`src/rtl/core/wis_pkg.sv`:
```
package wis_pkg;

    localparam int unsigned LEAVES_DEFAULT      = 16;
    localparam int unsigned WEIGHT_BITS_DEFAULT = 16;

    localparam int unsigned SLOT_W  = 4;
    localparam int unsigned WGT_W   = 16;
    localparam int unsigned DRAW_W  = 20;
    localparam int unsigned TOTAL_W = 20;

    localparam logic OP_LOAD = 1'b0;
    localparam logic OP_PICK = 1'b1;

    typedef enum logic [2:0] {
        ST_CLEAR,
        ST_IDLE,
        ST_UPDATE,
        ST_DESCEND,
        ST_DONE
    } t_state;

    typedef struct packed {
        logic [SLOT_W-1:0]  picked_index;
        logic               out_of_range;
        logic [TOTAL_W-1:0] total_weight;
    } t_result;

endpackage

```
`src/rtl/core/weighted_index_sampler_top.sv`:
```
// weighted index sampler: sum tree over LEAVES weight slots kept in one ram
// input channel (i_valid/o_ready) takes one item per beat: i_operation selects
// a load (replace the weight of i_slot_index) or a pick (descend the tree with
// draw i_random_value). output channel (o_valid/i_ready) returns one result
// beat per item: picked slot, out-of-range flag and the total weight.
// the tree has L = clog2(LEAVES) levels below the root; every level costs one
// ram access; on a load each node is read and written back in the next cycle.
// load: the accept step, update steps walking leaf to root, then the result
// step; the next item is accepted only once the sequencer is idle again.
// pick: the accept step, descent steps walking root to leaf, then the result step.
// ignored loads and out-of-range draws skip the tree walk and go straight to the result step.
// the result sits in an output register, so a stalled receiver holds it while
// the next item is already accepted.
// at reset a clearing pass writes zero to all 2*2^L ram entries (32 for 16
// slots); no item is accepted until it ends.
// a result still held when its successor finishes stalls the sequencer.
module weighted_index_sampler_top #(
    parameter int unsigned LEAVES      = wis_pkg::LEAVES_DEFAULT,
    parameter int unsigned WEIGHT_BITS = wis_pkg::WEIGHT_BITS_DEFAULT
) (
    input  logic                         i_clk,
    input  logic                         i_rst_n,
    input  logic                         i_valid,
    output logic                         o_ready,
    input  logic                         i_operation,
    input  logic [wis_pkg::SLOT_W-1:0]   i_slot_index,
    input  logic [wis_pkg::WGT_W-1:0]    i_weight_value,
    input  logic [wis_pkg::DRAW_W-1:0]   i_random_value,
    output logic                         o_valid,
    input  logic                         i_ready,
    output logic [wis_pkg::SLOT_W-1:0]   o_picked_index,
    output logic                         o_out_of_range,
    output logic [wis_pkg::TOTAL_W-1:0]  o_total_weight
);

    import wis_pkg::*;

    localparam int unsigned LVL   = $clog2(LEAVES);
    localparam int unsigned AW    = LVL + 1;
    localparam int unsigned DEPTH = 2 * (1 << LVL);
    localparam int unsigned WB_EF = (WEIGHT_BITS < WGT_W) ? WEIGHT_BITS : WGT_W;
    localparam int unsigned SUM_W = WB_EF + LVL;

    logic             w_we;
    logic [AW-1:0]    w_waddr;
    logic [SUM_W-1:0] w_wdata;
    logic [AW-1:0]    w_raddr;
    logic [SUM_W-1:0] w_rdata;
    logic             w_push;
    logic             w_free;
    t_result          w_result;
    t_result          w_out;

    wis_ram #(
        .WIDTH (SUM_W),
        .DEPTH (DEPTH)
    ) u_ram (
        .i_clk   (i_clk),
        .i_we    (w_we),
        .i_waddr (w_waddr),
        .i_wdata (w_wdata),
        .i_raddr (w_raddr),
        .o_rdata (w_rdata)
    );

    wis_seq #(
        .LEAVES      (LEAVES),
        .WEIGHT_BITS (WEIGHT_BITS)
    ) u_seq (
        .i_clk          (i_clk),
        .i_rst_n        (i_rst_n),
        .i_valid        (i_valid),
        .o_ready        (o_ready),
        .i_operation    (i_operation),
        .i_slot_index   (i_slot_index),
        .i_weight_value (i_weight_value),
        .i_random_value (i_random_value),
        .o_we           (w_we),
        .o_waddr        (w_waddr),
        .o_wdata        (w_wdata),
        .o_raddr        (w_raddr),
        .i_rdata        (w_rdata),
        .o_push         (w_push),
        .o_result       (w_result),
        .i_free         (w_free)
    );

    wis_out u_out (
        .i_clk    (i_clk),
        .i_rst_n  (i_rst_n),
        .i_push   (w_push),
        .i_result (w_result),
        .o_free   (w_free),
        .o_valid  (o_valid),
        .i_ready  (i_ready),
        .o_result (w_out)
    );

    assign o_picked_index = w_out.picked_index;
    assign o_out_of_range = w_out.out_of_range;
    assign o_total_weight = w_out.total_weight;

endmodule

```
`src/rtl/core/wis_ram.sv`:
```
module wis_ram #(
    parameter int unsigned WIDTH = 20,
    parameter int unsigned DEPTH = 32
) (
    input  logic                     i_clk,
    input  logic                     i_we,
    input  logic [$clog2(DEPTH)-1:0] i_waddr,
    input  logic [WIDTH-1:0]         i_wdata,
    input  logic [$clog2(DEPTH)-1:0] i_raddr,
    output logic [WIDTH-1:0]         o_rdata
);

    logic [WIDTH-1:0] r_mem [DEPTH];
    logic [WIDTH-1:0] r_rdata;

    always_ff @(posedge i_clk) begin
        if (i_we) begin
            r_mem[i_waddr] <= i_wdata;
        end
        r_rdata <= r_mem[i_raddr];
    end

    assign o_rdata = r_rdata;

endmodule

```
`src/rtl/core/wis_out.sv`:
```
module wis_out (
    input  logic             i_clk,
    input  logic             i_rst_n,
    input  logic             i_push,
    input  wis_pkg::t_result i_result,
    output logic             o_free,
    output logic             o_valid,
    input  logic             i_ready,
    output wis_pkg::t_result o_result
);

    import wis_pkg::*;

    logic    r_valid;
    t_result r_result;

    assign o_free   = !r_valid || i_ready;
    assign o_valid  = r_valid;
    assign o_result = r_result;

    always_ff @(posedge i_clk) begin
        if (!i_rst_n) begin
            r_valid <= 1'b0;
        end else if (i_push) begin
            r_valid <= 1'b1;
        end else if (i_ready) begin
            r_valid <= 1'b0;
        end
    end

    always_ff @(posedge i_clk) begin
        if (i_push) begin
            r_result <= i_result;
        end
    end

endmodule

```
`src/rtl/core/wis_seq.sv`:
```
module wis_seq #(
    parameter int unsigned LEAVES      = wis_pkg::LEAVES_DEFAULT,
    parameter int unsigned WEIGHT_BITS = wis_pkg::WEIGHT_BITS_DEFAULT,
    localparam int unsigned LVL   = $clog2(LEAVES),
    localparam int unsigned AW    = LVL + 1,
    localparam int unsigned WB_EF = (WEIGHT_BITS < wis_pkg::WGT_W) ? WEIGHT_BITS
                                                                   : wis_pkg::WGT_W,
    localparam int unsigned SUM_W = WB_EF + LVL
) (
    input  logic                         i_clk,
    input  logic                         i_rst_n,
    input  logic                         i_valid,
    output logic                         o_ready,
    input  logic                         i_operation,
    input  logic [wis_pkg::SLOT_W-1:0]   i_slot_index,
    input  logic [wis_pkg::WGT_W-1:0]    i_weight_value,
    input  logic [wis_pkg::DRAW_W-1:0]   i_random_value,
    output logic                         o_we,
    output logic [AW-1:0]                o_waddr,
    output logic [SUM_W-1:0]             o_wdata,
    output logic [AW-1:0]                o_raddr,
    input  logic [SUM_W-1:0]             i_rdata,
    output logic                         o_push,
    output wis_pkg::t_result             o_result,
    input  logic                         i_free
);

    import wis_pkg::*;

    localparam int unsigned P     = 1 << LVL;
    localparam int unsigned DEPTH = 2 * P;
    localparam int unsigned CW    = (SUM_W > DRAW_W) ? SUM_W : DRAW_W;

    t_state              r_state;
    t_state              n_state;
    logic [AW-1:0]       r_node;
    logic [AW-1:0]       r_clr;
    logic                r_first;
    logic [SUM_W-1:0]    r_delta;
    logic [WB_EF-1:0]    r_weight;
    logic [DRAW_W-1:0]   r_draw;
    logic [SUM_W-1:0]    r_total;
    logic [SLOT_W-1:0]   r_picked;
    logic                r_oob;

    logic                w_accept;
    logic                w_slot_ok;
    logic                w_oob;
    logic [AW-1:0]       w_leaf_addr;
    logic [SUM_W-1:0]    w_delta_new;
    logic [SUM_W-1:0]    w_upd;
    logic                w_go_left;
    logic [AW-1:0]       w_next_node;
    logic [DRAW_W-1:0]   w_next_draw;
    logic [CW-1:0]       w_draw_ext;
    logic [CW-1:0]       w_total_ext;
    logic [CW-1:0]       w_lsum_ext;
    logic [CW-1:0]       w_cur_draw_ext;

    assign w_accept    = i_valid && o_ready;
    assign w_slot_ok   = 32'(i_slot_index) < LEAVES;
    assign w_leaf_addr = AW'(P) + AW'(i_slot_index);
    assign w_draw_ext  = CW'(i_random_value);
    assign w_total_ext = CW'(r_total);
    assign w_oob       = (w_draw_ext == '0) || (w_draw_ext > w_total_ext);

    // path update: first beat writes the leaf, the rest add the delta
    assign w_delta_new = SUM_W'(r_weight) - i_rdata;
    assign w_upd       = r_first ? SUM_W'(r_weight) : (i_rdata + r_delta);

    // descent: compare draw against left child sum
    assign w_lsum_ext     = CW'(i_rdata);
    assign w_cur_draw_ext = CW'(r_draw);
    assign w_go_left      = w_cur_draw_ext <= w_lsum_ext;
    assign w_next_node    = {r_node[AW-2:0], !w_go_left};
    assign w_next_draw    = w_go_left ? r_draw
                                      : DRAW_W'(w_cur_draw_ext - w_lsum_ext);

    always_comb begin
        n_state = r_state;
        case (r_state)
            ST_CLEAR: begin
                if (r_clr == AW'(DEPTH - 1)) begin
                    n_state = ST_IDLE;
                end
            end
            ST_IDLE: begin
                if (w_accept) begin
                    if (i_operation == OP_LOAD) begin
                        n_state = w_slot_ok ? ST_UPDATE : ST_DONE;
                    end else begin
                        n_state = w_oob ? ST_DONE : ST_DESCEND;
                    end
                end
            end
            ST_UPDATE: begin
                if (r_node == AW'(1)) begin
                    n_state = ST_DONE;
                end
            end
            ST_DESCEND: begin
                if (w_next_node[LVL]) begin
                    n_state = ST_DONE;
                end
            end
            ST_DONE: begin
                if (i_free) begin
                    n_state = ST_IDLE;
                end
            end
            default: n_state = ST_CLEAR;
        endcase
    end

    always_comb begin
        o_ready = 1'b0;
        o_we    = 1'b0;
        o_waddr = r_node;
        o_wdata = w_upd;
        o_raddr = '0;
        o_push  = 1'b0;
        case (r_state)
            ST_CLEAR: begin
                o_we    = 1'b1;
                o_waddr = r_clr;
                o_wdata = '0;
            end
            ST_IDLE: begin
                o_ready = 1'b1;
                o_raddr = (i_operation == OP_LOAD) ? w_leaf_addr : AW'(2);
            end
            ST_UPDATE: begin
                o_we    = 1'b1;
                o_raddr = r_node >> 1;
            end
            ST_DESCEND: begin
                o_raddr = {w_next_node[AW-2:0], 1'b0};
            end
            ST_DONE: begin
                o_push = i_free;
            end
            default: o_ready = 1'b0;
        endcase
    end

    always_ff @(posedge i_clk) begin
        if (!i_rst_n) begin
            r_state <= ST_CLEAR;
            r_clr   <= '0;
            r_total <= '0;
            r_first <= 1'b0;
        end else begin
            r_state <= n_state;
            case (r_state)
                ST_CLEAR: begin
                    r_clr <= r_clr + AW'(1);
                end
                ST_IDLE: begin
                    r_first <= 1'b1;
                end
                ST_UPDATE: begin
                    r_first <= 1'b0;
                    if (r_node == AW'(1)) begin
                        r_total <= w_upd;
                    end
                end
                default: r_first <= r_first;
            endcase
        end
    end

    always_ff @(posedge i_clk) begin
        case (r_state)
            ST_IDLE: begin
                if (w_accept) begin
                    r_weight <= i_weight_value[WB_EF-1:0];
                    r_draw   <= i_random_value;
                    r_node   <= (i_operation == OP_LOAD) ? w_leaf_addr : AW'(1);
                    r_picked <= '0;
                    r_oob    <= (i_operation == OP_PICK) && w_oob;
                end
            end
            ST_UPDATE: begin
                if (r_first) begin
                    r_delta <= w_delta_new;
                end
                r_node <= r_node >> 1;
            end
            ST_DESCEND: begin
                r_node <= w_next_node;
                r_draw <= w_next_draw;
                if (w_next_node[LVL]) begin
                    r_picked <= SLOT_W'(w_next_node[LVL-1:0]);
                end
            end
            default: r_node <= r_node;
        endcase
    end

    assign o_result.picked_index = r_picked;
    assign o_result.out_of_range = r_oob;
    assign o_result.total_weight = w_total_ext[TOTAL_W-1:0];

endmodule
```
`config.mk`:
```
export PLATFORM = sky130hd
export DESIGN_NAME = weighted_index_sampler_top
export DESIGN_NICKNAME = d
export VERILOG_FILES = /design/src/rtl/core/wis_pkg.sv /design/src/rtl/core/weighted_index_sampler_top.sv /design/src/rtl/core/wis_ram.sv /design/src/rtl/core/wis_out.sv /design/src/rtl/core/wis_seq.sv
export SDC_FILE = /design/constraint.sdc
export NUM_CORES = 1
export LEC_CHECK = 0
export BUFFER_PORTS_ARGS = -buffer_cell sky130_fd_sc_hd__buf_2
export CELL_PAD_IN_SITES_DETAIL_PLACEMENT = 0
export CELL_PAD_IN_SITES_GLOBAL_PLACEMENT = 2
export CORE_ASPECT_RATIO = 1.4
export CORE_MARGIN = 2
export CORE_UTILIZATION = 45
export DETAILED_ROUTE_END_ITERATION = 8
export PLACE_DENSITY = 0.81
export SLEW_MARGIN = 20
export SYNTH_ARGS = -nofsm -noshare
export SYNTH_HDL_FRONTEND = slang
export SYNTH_SLANG_ARGS = --single-unit
```
`constraint.sdc`:
```
create_clock -name i_clk -period 6.6 [get_ports i_clk]
set_input_delay 0.66 -clock i_clk [delete_from_list [all_inputs] [get_ports i_clk]]
set_output_delay 0.66 -clock i_clk [all_outputs]
set_load 0.02 [all_outputs]
```
== Yosys cells after proc, flatten, opt, wreduce, memory -nomap -nowiden ==
Memories as Yosys holds them, arrays and structs flattened. A register that Yosys moved wholly into a read port is not among the register bits.
Cells that the tools add are included.

* Flip-flop bits (word level): 121
* Memory bits (writable): 640
* Input bits: 45
* Output and inout bits: 27
* Word-level logic and storage cells: 84
* Memories kept: 1

{| class="wikitable"
|+ Memories
! memory !! words !! bits a word !! rd ports !! clocked after Yosys merged registers in !! write ports !! line !! RTL
|-
| u_ram.r_mem || 32 || 20 || 1 || 1 || 1 || wis_ram.sv:13 || <nowiki>logic [WIDTH-1:0] r_mem [DEPTH];</nowiki>
|}

* Add/sub/neg operators: 5
* Magnitude comparators: 2
* Equal/unequal tests: 12
* Mux-type cells: 30
* Reduce and logical (&&, ||, !) cells: 20

{| class="wikitable"
|+ Operators with widths
! cell !! count
|-
| 20-bit two-way mux || 4
|-
| 20-bit case mux with 2 select lines || 1
|-
| 5-bit case mux with 3 select lines || 2
|-
| 3-bit two-way mux || 7
|-
| 20-bit adder || 1
|-
| 20-bit > comparator || 1
|-
| 20-bit <= comparator || 1
|-
| 20-bit zero test || 1
|-
| 5-bit two-way mux || 4
|-
| 16-bit by 20-bit subtractor with 20-bit output || 1
|-
| 20-bit subtractor || 1
|-
| 3-bit case mux with 5 select lines || 1
|-
| 2-bit by 1-bit != test with 1-bit output, second input constant || 5
|-
| 4-bit two-way mux || 2
|-
| 4-bit case mux with 2 select lines || 1
|-
| 2-bit AND reduction || 4
|-
| 1-bit two-way mux || 7
|-
| 3-bit by 2-bit equality test with 1-bit output, second input constant || 2
|-
| 3-bit AND reduction || 2
|-
| 2-bit nonzero test || 3
|-
| 5-bit by 1-bit adder with 5-bit output, second input constant || 1
|-
| 5-bit by 4-bit adder with 5-bit output, first input constant || 1
|-
| 5-bit by 1-bit equality test with 1-bit output, second input constant || 1
|-
| 5-bit equality test, second input constant || 1
|-
| 11 further kinds || 14
|}

== Logic depth before layout (Yosys ltp) ==
Gate-level depths: netlist of the first run.

* Depth after elaboration: 6
* Gate-level depth with buffers: 17
* Depth with buffers taken out: 13

== Hierarchy ==
Synthesis of the first run repeated with hierarchy kept, for this count alone.

* Cell total of the unflattened synthesis: 2311
* Area, all modules: 33757.4 sq um

{| class="wikitable"
|+ Modules (own cells, without submodules)
! module !! times used !! cells each !! area an instance (sq um) !! seq. area each (sq um)
|-
| wis_ram || 1 || 1414 || 25553.3 || 19618.8
|-
| wis_seq || 1 || 868 || 7404.6 || 2562.5
|-
| wis_out || 1 || 29 || 799.5 || 770.7
|}

== Worst setup path after synthesis of the first run ==
No wires, ideal clock.

* Kind: register -> register
* Start: register u_seq.r_delta[7]
* End: memory u_ram.r_mem[0][19] (data pin)
* Setup time: 0.567 ns
* Arrival time: 4.595 ns
* Required time: 6.033 ns
* Setup slack: 1.438 ns
* Cell stages (with the launch flop): 11
* Path buffers: 0
* Period minus slack after synthesis: 5.162 ns
* Path through: edfxtp_1 -> ha_1 -> a21o_1 -> a221o_1 -> a31o_1 -> or4b_4 -> a31oi_4 -> o21bai_2 -> a2111oi_4 -> nor4_1 -> nor4b_1

* Word-level cells in the longest chain between the ends: 3

{| class="wikitable"
|+ Ends and longest elaborated chain
! what !! line !! RTL
|-
| from (decl) || wis_seq.sv:39 || <nowiki>logic [SUM_W-1:0] r_delta;</nowiki>
|-
| from (signal assigned) || wis_seq.sv:185 || <nowiki>r_delta <= w_delta_new;</nowiki>
|-
| 20-bit adder || wis_seq.sv:69 || <nowiki>assign w_upd = r_first ? SUM_W'(r_weight) : (i_rdata + r_delta);</nowiki>
|-
| 20-bit two-way mux || wis_seq.sv:69 ||
|-
| 20-bit two-way mux || wis_seq.sv:122 || <nowiki>case (r_state)</nowiki>
|-
| via u_ram.i_wdata[19] || wis_ram.sv:8 || <nowiki>input logic [WIDTH-1:0] i_wdata,</nowiki>
|-
| to (decl) || wis_ram.sv:13 ||
|}

The timed path passes the listed nets, and every way through them passes these cells.

== Final worst setup path of the first run ==
* Start: register u_seq.r_state[0]
* End: register u_ram.r_rdata[2], in the netlist u_ram.o_rdata[2] (read register of u_ram.r_mem)

* Word-level cells in the longest chain between the ends: 2
* Elaborated cells between the ends (all ways): 4
* Those cells by class: 3 x eq/ne; 1 x mux

{| class="wikitable"
|+ Ends and longest elaborated chain
! what !! line !! RTL
|-
| from (decl) || wis_seq.sv:34 || <nowiki>t_state r_state;</nowiki>
|-
| from (signal assigned) || wis_seq.sv:153 || <nowiki>r_state <= n_state;</nowiki>
|-
| 3-bit by 2-bit equality test with 1-bit output / 3-bit by 1-bit equality test with 1-bit output (equally long branches) || wis_seq.sv:122 ||
|-
| 5-bit case mux with 3 select lines * || wis_seq.sv:122 ||
|-
| to (decl) || wis_ram.sv:14 || <nowiki>logic [WIDTH-1:0] r_rdata;</nowiki>
|}

Mark *: on every way between the ends. The rest lies on a longest branch, timed or not.
A chain may end at the register's enable or synchronous reset.

==> results.sh, run 1 <==
export IMPL_outcome="finished, final reports clean"
export IMPL_cts_buffer_depth=3
export IMPL_drtPass1Iterations=8
export IMPL_path_clk_slew_ns=0.06
export IMPL_n_antenna_cell=0
export IMPL_synth_top_area_cell="edfxtp_1"
export IMPL_grt_pass1_vias=21830
export IMPL_yosys_register_bits=781
export IMPL_grt_usage=0.2707
export IMPL_gp_congestion=0.9069
export IMPL_ys_flop_type="edfxtp_1"
export IMPL_max_cap_violations=0
export IMPL_hold_ws_ns=0.1979
export IMPL_grt_ovfl_total=0
export IMPL_period_needed_ns=4.731
export IMPL_wl_per_cell_microns=28.77
export IMPL_vdd_drop_max_mv=0.1852
export IMPL_cts_tree="yes"
export IMPL_fp_dieArea_sq_um=75580
export IMPL_synth_xor_area_share=0.01300
export IMPL_final_nets=2690
export IMPL_design_core_area_sq_um=72760
export IMPL_clock_sinks=781
export IMPL_drive_gt1_frac=0.1264
export IMPL_num_rows=117
export IMPL_syn_nets=2597
export IMPL_period_share=0.7168
export IMPL_synth_edff_count=731
export IMPL_synth_avg_cell_area_sq_um=13.36
export IMPL_synth_top_area_share=0.6649
export IMPL_initial_core_util=0.4538
export IMPL_syn_area_sq_um=33020
export IMPL_synthMuxAreaShare=0.01762
export IMPL_tns_ns=0
export IMPL_p_leak_nw=13.74
export IMPL_drv_slew=0
export IMPL_yosysUniqueCellTypes=67
export IMPL_synthTopCellsByArea="edfxtp_1, a221oi_1, dfxtp_1"
export IMPL_final_cell_count_no_fill=3571
export IMPL_fillCellCount=6100
export IMPL_tightest_slew_ns=1.131
export IMPL_io_buffers=71
export IMPL_power_w=0.01020
export IMPL_post_cts_buffers=0
export IMPL_layout_commonest_cell="edfxtp_1"
export IMPL_dp_hpwl_microns=61520
export IMPL_ant_nets=0
export IMPL_final_cell_mix="edfxtp_1, nand2_1, a21oi_1"
export IMPL_syn_to_final_growth_pct=13.23
export IMPL_clock_latency_ns=0.64
export IMPL_die_y_microns=324.5
export IMPL_postCtsResizedCells=0
export IMPL_io_pins=72
export IMPL_slew_headroom=0.2457
export IMPL_worst_clock_skew_ns=0.02276
export IMPL_routed_via_density=6.188
export IMPL_drtIter0Drc=2353
export IMPL_die_x_microns=232.9
export IMPL_antenna_found_initial=1
export IMPL_report_final_hold_viol_count=0
export IMPL_crit_type="register to register"
export IMPL_synth_top_family_by_area="compound AO/OA/AOI/OAI gates"
export IMPL_max_freq_mhz=211.4
export IMPL_end_kind="register"
export IMPL_rsz0062_at_grt="false"
export IMPL_worstPathRequired_ns=7.16
export IMPL_arrival_ns=5.29
export IMPL_cp_max_fo=42
export IMPL_via_count=22100
export IMPL_wirelength_microns=102700
export IMPL_synth_compound_area_share=0.1260
export IMPL_htree_levels=3
export IMPL_cts_buffers=75
export IMPL_finalInstanceArea_sq_um=37380
export IMPL_root_buffer="clkbuf_16"
export IMPL_setup_viol=0
export IMPL_place_area_sq_um=34970
export IMPL_synth_simple_area_share=0.08838
export IMPL_start_kind="register"
export IMPL_ys_warn_count=0
export IMPL_dp_cells=3439
export IMPL_hp_class="input port to register"
export IMPL_power_density_nw_per_um2=272.9
export IMPL_synthAdderAreaFrac=0.03100
export IMPL_drc=0
export IMPL_grt_pass1_wl_microns=147300
export IMPL_synth_cells=2472
export IMPL_cts_hold_fix_buffers=0
export IMPL_ys_seq_area_frac=0.6952
export IMPL_grt_max_degree=74
export IMPL_async_reset_ff_frac=0
-- worst max-delay path: stages, from the launching register on --
cell	delay, ns
dfxtp_1	0.76
nor2b_1	0.44
nand2_1	0.10
buf_4	0.27
a21oi_1	0.39
nand2_1	0.11
a21o_1	0.27
nand2_4	0.55
buf_4	0.58
mux2i_1	0.14
a2111oi_0	0.65
a211oi_1	0.15
a21oi_1	0.16
-- flip-flops by register name, summed over array words and instances, names as in the netlist --
register / cells
u_out.o_result: 25
u_out.o_valid: 1
u_ram.o_rdata: 20
u_ram.r_mem: 640
u_seq.r_clr: 5
u_seq.r_delta: 20
u_seq.r_draw: 20
u_seq.r_first: 1
u_seq.r_node: 5
u_seq.r_oob: 1
u_seq.r_picked: 4
u_seq.r_state: 3
u_seq.r_total: 20
u_seq.r_weight: 16
-- cells in the mapped netlist (13+ instances only) --
| cell type | count |
|---|---|
| a211oi_1 | 35 |
| a21o_1 | 42 |
| a21oi_1 | 156 |
| a221oi_1 | 119 |
| a31oi_1 | 31 |
| buf_1 | 23 |
| clkbuf_1 | 105 |
| dfxtp_1 | 50 |
| edfxtp_1 | 731 |
| ha_1 | 77 |
| inv_1 | 116 |
| mux2i_1 | 57 |
| nand2_1 | 229 |
| nand2b_1 | 13 |
| nand3_1 | 87 |
| nand4_1 | 14 |
| nor2_1 | 180 |
| nor2b_1 | 19 |
| nor3_1 | 40 |
| nor4_1 | 13 |
| o2111ai_1 | 14 |
| o21ai_0 | 89 |
| o22ai_1 | 14 |
| or3_1 | 23 |
| xnor2_1 | 27 |
| xor2_1 | 22 |
-- layout make-up --
class                   count  area, sq um  share of cell area
flip-flops and latches    781        22950              0.6139
multi-input cells        1440         9432              0.2523
clock buffers              97         2044             0.05469
well taps                 952         1191             0.03186
repair buffers            151         1026             0.02744
inverters                 116        435.4             0.01165
clock inverters            34        304.0            0.008133
-- final timing paths --
check	from	end	slack [ns]	cells past startpoint
setup reg to reg	u_seq.r_state[0]$_SDFFE_PN0P_	u_ram.o_rdata[2]$_DFF_P_	1.87	12
setup / recovery	u_seq.r_state[0]$_SDFFE_PN0P_	u_ram.o_rdata[2]$_DFF_P_	1.87	12
hold reg to reg	u_seq.r_picked[2]$_SDFFCE_PN0P_	u_out.o_result[23]$_DFFE_PP_	0.42	0
hold / removal	i_weight_value[2]	u_seq.r_weight[2]$_DFFE_PP_	0.20	1
-- through the flow --
step,setup WS (ns),utilization
floorplan,1.438,-
global placement,1.885,0.4801
detailed placement,1.898,0.4807
CTS,1.833,0.5130
global route,1.413,0.5138
finish,1.869,0.5138
-- power breakdown --
part | leakage [nW] | switching [W] | internal [W]
combinational | 4.32 | 0.000336 | 0.000192
sequential | 8.27 | 0.0000315 | 0.00541
clock | 1.14 | 0.00185 | 0.00238
-- cell families (layout without fill, tap and decap cells) --
kind of cell,count (synthesis),count (layout)
AND/OR/NAND/NOR,650,650
buffers and inverters,251,398
AO/OA/AOI/OAI,603,603
flip-flops,781,781
multiplexers,58,58
XOR/XNOR,49,49
adder cells (fa/ha/maj),80,80
-- routing by layer --
metal / track usage / up-vias / share of wire
met4: 0.1228 / 0 / 0.046
met3: 0.03687 / 243 / 0.068
li1: - / 9676 / -
met2: 0.4797 / 1050 / 0.51
met5: 0 / - / 0
met1: 0.3252 / 11130 / 0.37
Power figures use the tool's default switching activity.
==> inputs of run 2 (changes only) <==
--- a/config.mk
+++ b/config.mk
@@ -10,9 +10,9 @@
 export CELL_PAD_IN_SITES_GLOBAL_PLACEMENT = 2
 export CORE_ASPECT_RATIO = 1.4
 export CORE_MARGIN = 2
-export CORE_UTILIZATION = 45
+export CORE_UTILIZATION = 41
 export DETAILED_ROUTE_END_ITERATION = 8
-export PLACE_DENSITY = 0.81
+export PLACE_DENSITY = 0.78
 export SLEW_MARGIN = 20
 export SYNTH_ARGS = -nofsm -noshare
 export SYNTH_HDL_FRONTEND = slang
==> constraint.sdc (replaced) <==
create_clock -name i_clk -period 4.1 [get_ports i_clk]
set_input_delay 0.41 -clock i_clk [delete_from_list [all_inputs] [get_ports i_clk]]
set_output_delay 0.41 -clock i_clk [all_outputs]
set_load 0.02 [all_outputs]
==> results.sh, run 2 (synthesis gave the netlist of run 1 again) <==
export IMPL_final_cell_mix="edfxtp_1, nand2_1, a21oi_1"
export IMPL_cts_buffer_depth=3
export IMPL_die_y_microns=339.8
export IMPL_p_comb_frac=0.053
export IMPL_tns_ns=0
export IMPL_grt_pass1_wl_microns=150900
export IMPL_wl_per_cell_microns=28.08
export IMPL_path_clk_slew_ns=0.07
export IMPL_grt_ovfl_total=0
export IMPL_routed_via_density=5.967
export IMPL_layout_commonest_cell="edfxtp_1"
export IMPL_drv_slew=0
export IMPL_period_needed_ns=3.916
export IMPL_pre_cts_slack_ns=-0.2356
export IMPL_cts_tree="yes"
export IMPL_grt_max_degree=49
export IMPL_htree_levels=3
export IMPL_p_sw_w=0.003660
export IMPL_r2r_start="u_ram.o_rdata[0]$_DFF_P_"
export IMPL_tightest_slew_ns=0.9887
export IMPL_dp_cells=3618
export IMPL_p_seq_frac=0.519
export IMPL_min_from="i_random_value[1]"
export IMPL_period_share=0.9550
export IMPL_clock_latency_ns=0.64
export IMPL_worst_clock_skew_ns=0.03149
export IMPL_worstPathRequired_ns=4.60
export IMPL_max_cap_violations=0
export IMPL_grt_pass1_vias=22200
export IMPL_via_count=22500
export IMPL_regMostFlops="u_ram.r_mem"
export IMPL_vdd_drop_max_mv=0.2977
export IMPL_crit_type="register to register"
export IMPL_max_freq_mhz=255.4
export IMPL_p_clk_frac=0.428
export IMPL_io_buffers=71
export IMPL_antenna_found_initial=3
export IMPL_design_core_area_sq_um=80030
export IMPL_initial_core_util=0.4126
export IMPL_ant_nets=0
export IMPL_final_nets=2774
export IMPL_power_density_nw_per_um2=437.2
export IMPL_wirelength_microns=105900
export IMPL_drc=0
export IMPL_worst_slack_ns=0.1845
export IMPL_hp_class="input port to register"
export IMPL_slew_headroom=0.3401
export IMPL_startpoint="u_ram.o_rdata[0]$_DFF_P_"
export IMPL_fp_dieArea_sq_um=82840
export IMPL_grt_usage=0.2514
export IMPL_n_antenna_cell=0
export IMPL_cp_max_fo=42
export IMPL_drtPass1Iterations=7
export IMPL_final_cell_count_no_fill=3770
export IMPL_root_buffer="clkbuf_16"
export IMPL_cell_internal_pwr_w=0.01322
export IMPL_dp_hpwl_microns=64860
export IMPL_start_kind="register"
export IMPL_die_x_microns=243.8
export IMPL_rsz0062_at_grt="false"
export IMPL_report_final_hold_viol_count=0
export IMPL_end_kind="register"
export IMPL_arrival_ns=4.42
export IMPL_io_pins=72
export IMPL_p_leak_nw=14.32
export IMPL_drtIter0Drc=2233
export IMPL_largest_register_ff_count=640
export IMPL_p_sw_frac=0.2168
export IMPL_num_rows=123
export IMPL_gp_congestion=0.8646
export IMPL_setup_viol=0
export IMPL_finish_utilization=0.4824
export IMPL_fillCellCount=6950
export IMPL_outcome="finished, final reports clean"
export IMPL_drive_gt1_frac=0.1544
export IMPL_clock_sinks=781
export IMPL_cts_buffers=74
export IMPL_syn_to_final_growth_pct=16.92
[run 2: cell types whose count changed in the layout (fill, tap and decap cells not counted), moves of 5 or more]
| cell | before | now |
|---|---|---|
| dlygate4sd3_1 | 0 | 16 |
| clkinv_2 | 11 | 16 |
| buf_4 | 75 | 124 |
| a21oi_2 | 2 | 7 |
| bufinv_16 | 5 | 11 |
| nor2_2 | 33 | 40 |
| buf_12 | 4 | 24 |
| clkbuf_1 | 18 | 7 |
| nor2_4 | 14 | 7 |
[run 2: per-stage QoR]
stage          total power [W]  instance area [sq um]  hold WS, ns
2_1_floorplan         0.009460                  33040       0.4003
5_1_grt                0.01730                  38600      0.08707
3_3_place_gp          0.009780                  35850       0.4017
6_report               0.01688                  38600      0.08751
4_1_cts                0.01694                  38540      0.07416
3_5_place_dp          0.009788                  35850       0.4074
[run 2: power by group through the flow]
| stage | combinational [W] | clock (W) | sequential (W) |
|---|---|---|---|
| 4_1_cts | 0.000885 | 0.00730 | 0.00875 |
| 3_3_place_gp | 0.000861 | 0 | 0.00892 |
| 3_5_place_dp | 0.000864 | 0 | 0.00892 |
| 5_1_grt | 0.000971 | 0.00758 | 0.00875 |
| 2_1_floorplan | 0.000548 | 0 | 0.00891 |
| 6_report | 0.000896 | 0.00723 | 0.00875 |
[run 2: cell type report]
| type | count | area (sq um) | share of cell area |
|---|---|---|---|
| Clock buffer | 85 | 1978 | 0.05124 |
| Multi-Input combinational cell | 1441 | 9435 | 0.2444 |
| Timing Repair Buffer | 235 | 1927 | 0.04992 |
| Tap cell | 1062 | 1329 | 0.03442 |
| Sequential cell | 781 | 22950 | 0.5946 |
| Clock inverter | 50 | 545.5 | 0.01413 |
| Inverter | 116 | 435.4 | 0.01128 |
[run 2: final timing paths]
| kind | cells after the start | slack (ns) | end |
|---|---|---|---|
| setup / recovery | 15 | 0.18 | u_ram.o_rdata[18]$_DFF_P_ |
| hold / removal | 3 | 0.09 | u_seq.r_draw[1]$_DFFE_PP_ |
| setup reg to reg | 15 | 0.18 | u_ram.o_rdata[18]$_DFF_P_ |
| hold reg to reg | 0 | 0.42 | u_out.o_result[22]$_DFFE_PP_ |
[run 2: routing by layer]
| layer | GRT usage | up-vias | wire length, microns |
|---|---|---|---|
| met2 | 0.4411 | 1063 | 53750 |
| met4 | 0.1250 | 0 | 5300 |
| met1 | 0.2982 | 11320 | 39100 |
| met3 | 0.04111 | 275 | 7727 |
| met5 | 0 | - | 0 |
| li1 | - | 9837 | - |
[run 2: critical path, cell delays in order (launching register included)]
cell	delay [ns]
dfxtp_1	0.34
ha_1	0.23
fa_1	0.41
nand2b_1	0.20
a21oi_2	0.24
o41ai_1	0.11
buf_4	0.15
and3_1	0.18
a21o_1	0.28
nand2_4	0.16
buf_12	0.29
buf_4	0.30
a41oi_1	0.16
a311oi_1	0.45
buf_4	0.20
a31oi_1	0.05
[run 2: what timing repair did]
action                                  CTS  global route
cloned                                    0             1
endpoints found under the setup margin    2             5
buffers inserted                          0             0
resized for setup                         4             8
hold buffers                             16             0
hold endpoints to repair                 16             0
